## config.mk

```make
export PLATFORM = sky130hd
export DESIGN_NAME = armor_target_selector
export DESIGN_NICKNAME = d
export VERILOG_FILES = /design/src/hdl/ats_pkg.sv /design/src/hdl/ats_front.sv /design/src/hdl/ats_back.sv /design/src/hdl/armor_target_selector.sv
export VERILOG_INCLUDE_DIRS = /design/src /design/src/hdl
export SDC_FILE = /design/constraint.sdc
export NUM_CORES = 2
export LEC_CHECK = 0
export BUFFER_PORTS_ARGS = -buffer_cell sky130_fd_sc_hd__buf_2
export CAP_MARGIN = 0
export CORE_ASPECT_RATIO = 1.2
export CORE_UTILIZATION = 50
export DETAILED_ROUTE_END_ITERATION = 7
export PLACE_DENSITY = 0.66
export REMOVE_ABC_BUFFERS = 1
export SYNTH_ARGS = -nofsm -noshare
export SYNTH_HDL_FRONTEND = slang
export SYNTH_HIERARCHICAL = 1
export SYNTH_SLANG_ARGS = --single-unit
```

## constraint.sdc

```tcl
create_clock -name clk -period 15.4 [get_ports clk]
set_input_delay 2.31 -clock clk [delete_from_list [all_inputs] [get_ports clk]]
set_output_delay 2.31 -clock clk [all_outputs]
set_load 0.005 [all_outputs]
```

## src/hdl/armor_target_selector_macros.svh

```systemverilog
// ----------------------------------------------------------------------------
// armor_target_selector_macros
// Assertion macros for the armor target selector, empty for synthesis.
// ----------------------------------------------------------------------------
`ifndef ARMOR_TARGET_SELECTOR_MACROS_SVH
`define ARMOR_TARGET_SELECTOR_MACROS_SVH
`ifndef SYNTHESIS
`define ATS_ASSERT_SAME(lbl, clk, rstn, ante, cons) \
  lbl: assert property (@(posedge clk) disable iff (!rstn) (ante) |-> (cons)) \
    else $error("ats assertion failed");
`define ATS_ASSERT_NEXT(lbl, clk, rstn, ante, cons) \
  lbl: assert property (@(posedge clk) disable iff (!rstn) (ante) |=> (cons)) \
    else $error("ats assertion failed");
`else
`define ATS_ASSERT_SAME(lbl, clk, rstn, ante, cons)
`define ATS_ASSERT_NEXT(lbl, clk, rstn, ante, cons)
`endif
`endif

```

## src/hdl/ats_pkg.sv

```systemverilog
// ----------------------------------------------------------------------------
// ats_pkg
// Types, constants and the arctangent step table of the armor target selector.
// ----------------------------------------------------------------------------
package ats_pkg;

  localparam int MAX_ARMORS_DEF = 4;
  localparam int YAW_FIELDS     = 4;
  localparam int CORDIC_STEPS   = 14;
  localparam int XW             = 27;  // CORDIC x/y width
  localparam int ZW             = 18;  // bearing width
  localparam int DW             = 18;  // offset width

  localparam logic signed [ZW-1:0] Q_PI         = 18'sd25736;
  localparam logic signed [ZW-1:0] Q_TWO_PI     = 18'sd51472;
  localparam logic signed [DW-1:0] FIRST_WINDOW = 18'sd8578;
  localparam logic [14:0]          ANGLE_RESET  = 15'd715;
  localparam logic [2:0]           LOCK_NONE    = 3'd7;

  localparam logic [7:0] REG_COMING  = 8'd0;
  localparam logic [7:0] REG_LEAVING = 8'd1;

  localparam logic [1:0] MODE_SINGLE = 2'd0;
  localparam logic [1:0] MODE_PAIR   = 2'd2;

  typedef struct packed {
    logic signed [15:0] cx;
    logic signed [15:0] cy;
    logic [3:0][15:0]   yaw;
    logic [2:0]         n;        // armor count, clamped
    logic               rate_pos;
    logic               rate_neg;
    logic               outpost;
    logic [1:0]         mode;
  } item_t;

  typedef struct packed {
    logic [2:0] lock;
    logic       load;
  } back_sts_t;

  function automatic logic signed [ZW-1:0] step_angle(input logic [3:0] i);
    logic signed [ZW-1:0] a;
    case (i)
      4'd0:    a = 18'sd6434;
      4'd1:    a = 18'sd3798;
      4'd2:    a = 18'sd2007;
      4'd3:    a = 18'sd1019;
      4'd4:    a = 18'sd511;
      4'd5:    a = 18'sd256;
      4'd6:    a = 18'sd128;
      4'd7:    a = 18'sd64;
      4'd8:    a = 18'sd32;
      4'd9:    a = 18'sd16;
      4'd10:   a = 18'sd8;
      4'd11:   a = 18'sd4;
      4'd12:   a = 18'sd2;
      4'd13:   a = 18'sd1;
      default: a = 18'sd0;
    endcase
    return a;
  endfunction

  function automatic logic signed [DW-1:0] mag(input logic signed [DW-1:0] v);
    return v[DW-1] ? -v : v;
  endfunction

endpackage

```

## src/hdl/ats_front.sv

```systemverilog
// ----------------------------------------------------------------------------
// ats_front
// Accepts requests, clamps the armor count, reduces the rate to its sign and
// holds up to two classified items for the back end.
// ----------------------------------------------------------------------------
module ats_front #(
  parameter int MaxArmors = ats_pkg::MAX_ARMORS_DEF
) (
  input  logic               clk,
  input  logic               rst_n,
  input  logic               in_valid,
  output logic               in_ready,
  input  logic signed [15:0] in_center_x,
  input  logic signed [15:0] in_center_y,
  input  logic signed [15:0] in_armor_yaw_0,
  input  logic signed [15:0] in_armor_yaw_1,
  input  logic signed [15:0] in_armor_yaw_2,
  input  logic signed [15:0] in_armor_yaw_3,
  input  logic [2:0]         in_armor_count,
  input  logic signed [15:0] in_yaw_rate,
  input  logic               in_is_outpost,
  input  logic [1:0]         in_mode,
  output logic               q_valid,
  output ats_pkg::item_t     q_item,
  input  logic               q_pop
);
  localparam int LimInt = (MaxArmors < ats_pkg::YAW_FIELDS) ? MaxArmors : ats_pkg::YAW_FIELDS;
  localparam logic [2:0] Lim = 3'(LimInt);

  ats_pkg::item_t mem_r [2];
  logic           wr_ptr_r, rd_ptr_r;
  logic [1:0]     cnt_r;
  ats_pkg::item_t cls;
  logic           push;

  // classify the incoming request
  always_comb begin
    cls.cx       = in_center_x;
    cls.cy       = in_center_y;
    cls.yaw[0]   = in_armor_yaw_0;
    cls.yaw[1]   = in_armor_yaw_1;
    cls.yaw[2]   = in_armor_yaw_2;
    cls.yaw[3]   = in_armor_yaw_3;
    cls.n        = (in_armor_count > Lim) ? Lim : in_armor_count;
    cls.rate_pos = !in_yaw_rate[15] && (in_yaw_rate != 16'sd0);
    cls.rate_neg = in_yaw_rate[15];
    cls.outpost  = in_is_outpost;
    cls.mode     = in_mode;
  end

  assign in_ready = (cnt_r != 2'd2);
  assign push     = in_valid && in_ready;
  assign q_valid  = (cnt_r != 2'd0);
  assign q_item   = mem_r[rd_ptr_r];

  // queue storage
  always_ff @(posedge clk) begin
    if (push) begin
      mem_r[wr_ptr_r] <= cls;
    end
  end

  // queue pointers
  always_ff @(posedge clk) begin
    if (!rst_n) begin
      wr_ptr_r <= 1'b0;
      rd_ptr_r <= 1'b0;
      cnt_r    <= 2'd0;
    end else begin
      if (push) wr_ptr_r <= !wr_ptr_r;
      if (q_pop) rd_ptr_r <= !rd_ptr_r;
      cnt_r <= cnt_r + 2'(push) - 2'(q_pop);
    end
  end
endmodule

```

## src/hdl/ats_back.sv

```systemverilog
// ----------------------------------------------------------------------------
// ats_back
// Takes the centre bearing with an iterative CORDIC, wraps armor offsets and
// selects the armor, keeping the sticky lock and the output register.
// ----------------------------------------------------------------------------
module ats_back (
  input  logic               clk,
  input  logic               rst_n,
  input  logic               q_valid,
  input  ats_pkg::item_t     q_item,
  output logic               q_pop,
  input  logic [14:0]        coming,
  input  logic [14:0]        leaving,
  output logic               out_valid,
  input  logic               out_ready,
  output logic [1:0]         out_chosen_index,
  output ats_pkg::back_sts_t sts
);
  localparam logic [1:0] S_IDLE = 2'd0;
  localparam logic [1:0] S_ROT  = 2'd1;
  localparam logic [1:0] S_OFF  = 2'd2;
  localparam logic [1:0] S_SEL  = 2'd3;
  localparam int XW = ats_pkg::XW;
  localparam int ZW = ats_pkg::ZW;
  localparam int DW = ats_pkg::DW;

  logic [1:0]              st_r;
  logic [3:0]              step_r;
  ats_pkg::item_t          it_r;
  logic signed [XW-1:0]    x_r, y_r;
  logic signed [ZW-1:0]    z_r;
  logic                    origin_r;
  logic signed [DW-1:0]    d_r [4];
  logic [2:0]              lock_r;
  logic                    out_valid_r;
  logic [1:0]              out_idx_r;

  logic signed [XW-1:0]    x0, y0, sx, sy;
  logic signed [ZW-1:0]    z0, bear;
  logic signed [DW-1:0]    dw [4];
  logic [1:0]              chosen;
  logic [2:0]              lock_nxt;
  logic                    load;

  // pre-rotation into the right half-plane
  always_comb begin
    x0 = {{(XW-24){q_item.cx[15]}}, q_item.cx, 8'd0};
    y0 = {{(XW-24){q_item.cy[15]}}, q_item.cy, 8'd0};
    z0 = '0;
    if (x0 < 0) begin
      z0 = (y0 >= 0) ? ats_pkg::Q_PI : -ats_pkg::Q_PI;
      x0 = -x0;
      y0 = -y0;
    end
  end

  assign sx   = x_r >>> step_r;
  assign sy   = y_r >>> step_r;
  assign bear = origin_r ? '0 : z_r;

  // wrap each offset to (-pi, pi]
  always_comb begin
    logic signed [DW-1:0] t;
    for (int i = 0; i < 4; i++) begin
      t = $signed({{(DW-16){it_r.yaw[i][15]}}, it_r.yaw[i]}) - bear;
      if (t > ats_pkg::Q_PI) t = t - ats_pkg::Q_TWO_PI;
      else if (t <= -ats_pkg::Q_PI) t = t + ats_pkg::Q_TWO_PI;
      dw[i] = t;
    end
  end

  // armor selection
  always_comb begin
    logic [2:0]           cnt, a, b, best, sm;
    logic                 found;
    logic signed [DW-1:0] come, leave;
    cnt      = '0;
    a        = '0;
    b        = '0;
    best     = '0;
    sm       = '0;
    found    = 1'b0;
    come     = $signed({3'd0, coming});
    leave    = $signed({3'd0, leaving});
    chosen   = '0;
    lock_nxt = lock_r;
    if (it_r.mode == ats_pkg::MODE_SINGLE && !it_r.outpost && it_r.n != 3'd0) begin
      for (int i = 0; i < 4; i++) begin
        if (3'(i) < it_r.n && ats_pkg::mag(d_r[i]) <= ats_pkg::FIRST_WINDOW) begin
          if (cnt == 3'd0) a = 3'(i);
          else if (cnt == 3'd1) b = 3'(i);
          cnt = cnt + 3'd1;
        end
      end
      if (cnt > 3'd1) begin
        if (lock_r != a && lock_r != b)
          lock_nxt = (ats_pkg::mag(d_r[a[1:0]]) < ats_pkg::mag(d_r[b[1:0]])) ? a : b;
        chosen = lock_nxt[1:0];
      end else if (cnt == 3'd1) begin
        lock_nxt = ats_pkg::LOCK_NONE;
        chosen   = a[1:0];
      end
    end else if (it_r.n != 3'd0) begin
      if (!it_r.outpost) begin
        for (int i = 0; i < 4; i++) begin
          if (3'(i) < it_r.n && ats_pkg::mag(d_r[i]) <= come) begin
            if ((it_r.rate_pos && d_r[i] < leave) || (it_r.rate_neg && d_r[i] > -leave)) begin
              best  = 3'(i);
              found = 1'b1;
            end
          end
        end
      end
      if (!found) begin
        for (int i = 1; i < 4; i++) begin
          if (3'(i) < it_r.n && ats_pkg::mag(d_r[i]) < ats_pkg::mag(d_r[sm[1:0]])) sm = 3'(i);
        end
        best = sm;
      end
      if (it_r.mode == ats_pkg::MODE_PAIR)
        best = (it_r.n >= 3'd3 && ats_pkg::mag(d_r[2]) < ats_pkg::mag(d_r[0])) ? 3'd2 : 3'd0;
      chosen = best[1:0];
    end
  end

  assign load  = (st_r == S_SEL) && (!out_valid_r || out_ready);
  assign q_pop = (st_r == S_IDLE) && q_valid;

  // datapath registers
  always_ff @(posedge clk) begin
    if (q_pop) begin
      it_r     <= q_item;
      x_r      <= x0;
      y_r      <= y0;
      z_r      <= z0;
      origin_r <= (q_item.cx == 16'sd0) && (q_item.cy == 16'sd0);
    end else if (st_r == S_ROT) begin
      if (y_r > 0) begin
        x_r <= x_r + sy;
        y_r <= y_r - sx;
        z_r <= z_r + ats_pkg::step_angle(step_r);
      end else begin
        x_r <= x_r - sy;
        y_r <= y_r + sx;
        z_r <= z_r - ats_pkg::step_angle(step_r);
      end
    end
    if (st_r == S_OFF) begin
      for (int i = 0; i < 4; i++) d_r[i] <= dw[i];
    end
    if (load) out_idx_r <= chosen;
  end

  // sequencer, lock and output handshake
  always_ff @(posedge clk) begin
    if (!rst_n) begin
      st_r        <= S_IDLE;
      step_r      <= '0;
      lock_r      <= ats_pkg::LOCK_NONE;
      out_valid_r <= 1'b0;
    end else begin
      case (st_r)
        S_IDLE: begin
          step_r <= '0;
          if (q_valid) st_r <= S_ROT;
        end
        S_ROT: begin
          step_r <= step_r + 4'd1;
          if (step_r == 4'(ats_pkg::CORDIC_STEPS - 1)) st_r <= S_OFF;
        end
        S_OFF: st_r <= S_SEL;
        S_SEL: begin
          if (load) begin
            lock_r <= lock_nxt;
            st_r   <= S_IDLE;
          end
        end
        default: st_r <= S_IDLE;
      endcase
      // raise on a new result, drop once the held one is taken
      if (load) out_valid_r <= 1'b1;
      else if (out_ready) out_valid_r <= 1'b0;
    end
  end

  assign out_valid        = out_valid_r;
  assign out_chosen_index = out_idx_r;
  assign sts.lock         = lock_r;
  assign sts.load         = load;
endmodule

```

## src/hdl/armor_target_selector.sv

```systemverilog
// ----------------------------------------------------------------------------
// armor_target_selector
// Picks the armor of a tracked target to aim at from its centre bearing.
// ----------------------------------------------------------------------------
// Each item is loaded from the queue, then runs 14 iterations of the shared
// CORDIC unit for the centre bearing, a state that wraps the armor offsets
// and a state that selects, which waits until the output register is free.
// The back end takes no new item until the last is selected. A two-entry queue
// in front takes new requests while the back end works, and the output register
// holds a result until it is taken. Configuration writes are always accepted.
module armor_target_selector #(
  parameter int MaxArmors = ats_pkg::MAX_ARMORS_DEF
) (
  input  logic               clk,
  input  logic               rst_n,
  input  logic               in_valid,
  output logic               in_ready,
  input  logic signed [15:0] in_center_x,
  input  logic signed [15:0] in_center_y,
  input  logic signed [15:0] in_armor_yaw_0,
  input  logic signed [15:0] in_armor_yaw_1,
  input  logic signed [15:0] in_armor_yaw_2,
  input  logic signed [15:0] in_armor_yaw_3,
  input  logic [2:0]         in_armor_count,
  input  logic signed [15:0] in_yaw_rate,
  input  logic               in_is_outpost,
  input  logic [1:0]         in_mode,
  output logic               out_valid,
  input  logic               out_ready,
  output logic [1:0]         out_chosen_index,
  input  logic               cfg_valid,
  output logic               cfg_ready,
  input  logic [7:0]         cfg_index,
  input  logic [14:0]        cfg_data
);
`include "armor_target_selector_macros.svh"

  logic               q_valid, q_pop;
  ats_pkg::item_t     q_item;
  ats_pkg::back_sts_t sts;
  logic [14:0]        coming_r, leaving_r;

  assign cfg_ready = 1'b1;

  // configuration registers
  always_ff @(posedge clk) begin
    if (!rst_n) begin
      coming_r  <= ats_pkg::ANGLE_RESET;
      leaving_r <= ats_pkg::ANGLE_RESET;
    end else if (cfg_valid) begin
      if (cfg_index == ats_pkg::REG_COMING) coming_r <= cfg_data;
      if (cfg_index == ats_pkg::REG_LEAVING) leaving_r <= cfg_data;
    end
  end

  ats_front #(.MaxArmors(MaxArmors)) u_front (
    .clk, .rst_n, .in_valid, .in_ready,
    .in_center_x, .in_center_y,
    .in_armor_yaw_0, .in_armor_yaw_1, .in_armor_yaw_2, .in_armor_yaw_3,
    .in_armor_count, .in_yaw_rate, .in_is_outpost, .in_mode,
    .q_valid, .q_item, .q_pop
  );

  ats_back u_back (
    .clk, .rst_n, .q_valid, .q_item, .q_pop,
    .coming(coming_r), .leaving(leaving_r),
    .out_valid, .out_ready, .out_chosen_index, .sts
  );

  `ATS_ASSERT_SAME(a_lock_code, clk, rst_n, 1'b1, sts.lock < 3'd4 || sts.lock == ats_pkg::LOCK_NONE)
  `ATS_ASSERT_SAME(a_load_free, clk, rst_n, sts.load, !out_valid || out_ready)
  `ATS_ASSERT_NEXT(a_load_shows, clk, rst_n, sts.load, out_valid)
endmodule
```

Word-level counts from Yosys, hierarchy flattened
Memories as Yosys holds them, arrays and structs flattened. A register that Yosys moved wholly into a read port is not among the register bits.
Index checks and enable logic that the tools add are counted.
- logic and storage cells: 298
- output and inout bits: 5
- input bits: 146
- memory bits (read-only): 416
- memories kept: 4
- register bits: 191
- bits in writable memories: 280
- equality and inequality tests: 17
- $add $sub $neg: 36
- mux-type cells: 118
- reduce and logical (&&, ||, !) cells: 58
- order comparisons: 39
- shift operators: 2
- memories (name ; depth ; width ; rd ports ; clocked after Yosys merged registers in ; wr ports ; RTL line ; source):
    (name not given) ; 16 ; 13 ; 1 ; 1 ; 0 ; ats_pkg.sv:44 ; case (i)
    (name not given) ; 16 ; 13 ; 1 ; 1 ; 0 ; ats_pkg.sv:44 ;
    u_front.mem_r ; 2 ; 104 ; 1 ; 1 ; 1 ; ats_front.sv:30 ; ats_pkg::item_t mem_r [2];
    u_back.d_r ; 4 ; 18 ; 8 ; 0 ; 4 ; ats_back.sv:33 ; logic signed [DW-1:0] d_r [4];
- operator list (cell ; count):
    $mux 18 ; 29
    $mux 27 ; 8
    $neg 18->18 ; 9
    $lt 18x18->1 ; 5
    $mux 3 ; 27
    $add 18x17->18 const B ; 4
    $gt 18x16->1 const B ; 4
    $gt 18x18->1 ; 4
    $le 18x15->1 const B ; 4
    $le 18x16->1 ; 4
    $le 18x16->1 const B ; 4
    $lt 18x16->1 ; 4
    $sub 16x18->18 ; 4
    $sub 18x17->18 const B ; 4
    $add 27x27->27 ; 2
    $neg 24->27 ; 2
    $sshr 27x4->27 ; 2
    $sub 27x27->27 ; 2
    $mux 2 ; 23
    $logic_not 16->1 ; 2
    $logic_and 1x1->1 ; 28
    $gt 27x1->1 const B ; 1
    $mux 1 ; 25
    $ge 24x1->1 const B ; 1
    36 further kinds ; 68

Longest topological paths before layout
An unclocked memory read counts as a cell.
- depth after elaboration: 37
- depth in mapped cells: 54
- mapped depth without buffers: 50

Modules after synthesis
The synthesis kept the hierarchy.
- modules (own cells, without submodules) (module ; times used ; cells each ; seq. area each (µm²) ; area each (µm²)):
    ats_back ; 1 ; 4071 ; 7036.7 ; 33911.3
    ats_front ; 1 ; 360 ; 6346.1 ; 8071.5
    armor_target_selector ; 1 ; 120 ; 600.6 ; 1219.9

Worst setup path after synthesis
No wires, ideal clock.
- kind: register to register
- from: memory u_back.d_r[1][5]
- to: register u_back.out_idx_r[1], in the netlist u_back/out_chosen_index[1] (data pin)
- clock period less this slack: 10.345 ns
- arrival: 10.169 ns
- data required time: 15.224 ns
- buffers on the path: 5
- cell stages (with the launch flop): 49
- library setup time: 0.176 ns
- setup slack: 5.055 ns
- cell sequence: edfxtp_1 -> clkbuf_1 -> or4_4 -> or3_1 -> clkbuf_1 -> nor3_1 -> nor4b_1 -> ha_1 -> and4_1 -> o21ai_1 -> nor3_1 -> a311oi_2 -> mux2i_1 -> clkbuf_1 -> buf_2 -> nor2_1 -> a21oi_1 -> ha_1 -> (+13 left out) -> o21ai_0 -> ha_1 -> and3b_1 -> a311oi_1 -> xor2_1 -> ha_1 -> a21o_1 -> a21oi_1 -> nor2b_1 -> o21ai_0 -> nand2b_1 -> a21oi_1 -> o31ai_1 -> a21o_1 -> o31ai_1 -> a31oi_1 -> and3_1 -> o32ai_1
- RTL lines (what ; RTL line ; source):
    start: declaration ; ats_back.sv:33 ;
    end signal: assignment ; ats_back.sv:151 ; if (load) out_idx_r <= chosen;
    end: declaration ; ats_back.sv:36 ; logic [1:0] out_idx_r;

==> results.tsv <==
metric	value	unit
status	complete, but fails checks	
violations	DRC	
critPathRequiredTime	15830	ps
finalHoldViolations	0	
insertion_delay	620	ps
wirelength	134700	um
clockBufferDepth	3	
grt.overflow.total	0	
dp_hpwl	103500	um
syn_avg_cell_area	9.493	um2
crit_path_frequent_cell	ha_1	
fin_area	46730	um2
slowest_delay	1030	ps
crit_type	flop to flop	
syn_to_final_growth	8.192	%
final_antenna_net_count	0	
clk_pin_slew	60	ps
port_buffers	149	
viasPerCell	6.181	
finalSetupViolCount	0	
gp_congestion	1.037	
fin_skew	16.90	ps
post_cts_buffers	0	
drtPass1Iterations	8	
yosys_warnings	6	
grt_max_degree	83	
dieArea	87580	um2
cts_buffers	52	
start_kind	flop	
arrival	13020	ps
hold_buffers	0	
dieWidth	270.3	um
critPathTopFamily	compound AO/OA/AOI/OAI gates	
grt_usage	0.3027	
num_rows	117	
grt_pass1_vias	33788	
critPathBufInv	1	
fp.dieH	324.0	um
core	85200	um2
vias	35762	
cp_slowest_cell	o41ai_1	
syn_area	43200	um2
tightest_slew	1398	ps
cts_resized	0	
cts_tree	done	
worstHoldStart	coming_r[2]	
relSlewSlack	0.06778	
routedWlPerCell	23.29	um
grt_pass1_wl	203300	um
dpl-instance-area	44970	um2
fmax	79.41	MHz
cts.sinks	485	
tns	0	ps
initial_utilization	0.5070	
drive_above_1_share	0.1188	
post-place-cells	5688	
critPathMaxFanout	33	
end_kind	flop	
h-tree-depth	2	
io_pins	151	
drv_cap	0	
crit_start	u_back/d_r[0][0]	
fin_crit	12590	ps
antenna_found_initial	1	
drcViolationCount	3	
syn_inst	4550	
layout.nets	5215	
drtIter0Drc	2974	
worstHoldPathType	flop to flop	
r2r_start	u_back/d_r[0][0]	
stdcell_count	5786	
root_buffer	clkbuf_16	
rsz0062_at_grt	false	
drv_slew	0	
finalCritPeriodShare	0.8177	
-- state kept, by name, indices dropped and copies added, names as in the netlist, 2 cells and up, named ones only --
name and count:
u_front/mem_r 208, u_back/d_r 72, u_back/it_r 72, u_back/x_r 27, u_back/y_r 27, u_back/z_r 18, coming_r 15, leaving_r 15
u_back/step_r 4, u_back/lock_r 3, u_back/out_chosen_index 2, u_back/st_r 2, u_front/cnt_r 2
-- worst paths after layout --
kind	slack [ps]	end	cells after the start
max	2810	u_back/out_chosen_index[1]	44
min	460	coming_r[2]	2
max reg2reg	2810	u_back/out_chosen_index[1]	44
min reg2reg	460	coming_r[2]	2
-- worst reg2reg max path: cells and delay by family (launching register included) --
| kind | cells | cell delay [ps] |
|---|---|---|
| AO/OA/AOI/OAI | 18 | 4600 |
| AND/OR/NAND/NOR | 15 | 3570 |
| adder cells (fa/ha/maj) | 6 | 1800 |
| multiplexers | 1 | 870 |
| XOR/XNOR | 3 | 690 |
| flip-flops | 1 | 620 |
| buffers and inverters | 1 | 240 |
-- stage by stage --
step | utilization | setup slack [ps] | hold WS (ps)
finish | 0.5485 | 2807 | 457.9
detailed placement | 0.5279 | 2918 | 450.5
global route | 0.5485 | 2188 | 480.7
CTS | 0.5485 | 2879 | 459.5
floorplan | - | 2498 | 434.7
global placement | 0.5279 | 3017 | 443.2
-- layer usage --
layer,wire length (um),part of all wire,track usage
met4,8197,0.061,0.1652
met5,0,0,0
met2,62760,0.47,0.5091
met3,7433,0.055,0.03753
met1,56340,0.42,0.3789
-- layout make-up --
cell class	count	area (um2)
Clock inverter	25	267.8
Tap cell	1130	1414
Fill cell	7727	38470
Timing Repair Buffer	211	1211
Sequential cell	485	13990
Clock buffer	71	1488
Antenna cell	2	5.005
Inverter	231	874.6
Multi-Input combinational cell	3631	27480
-- placed cells by master, fill, tap and decap left out, types with 33 or more instances in the layout --
cell type,instances
nor2b_1,78
inv_1,227
xor2_1,134
buf_2,149
and2_1,34
nor2_1,307
nor3_1,103
nor4_1,44
o21a_1,60
dfxtp_1,54
and3_1,51
nand3_1,109
nand4_1,48
mux4_2,46
edfxtp_1,427
a21oi_1,293
o21ai_0,248
ha_1,449
a211oi_1,33
a21o_1,104
mux2i_1,125
o31ai_1,47
nand2b_1,62
buf_4,62
mux2_4,60
nand2_1,347
or3_1,42
clkbuf_16,56
xnor2_1,224
mux2_2,77
Power is not shown: default switching activity piles up to over one toggle a cycle in this logic, so the estimate is an artifact.
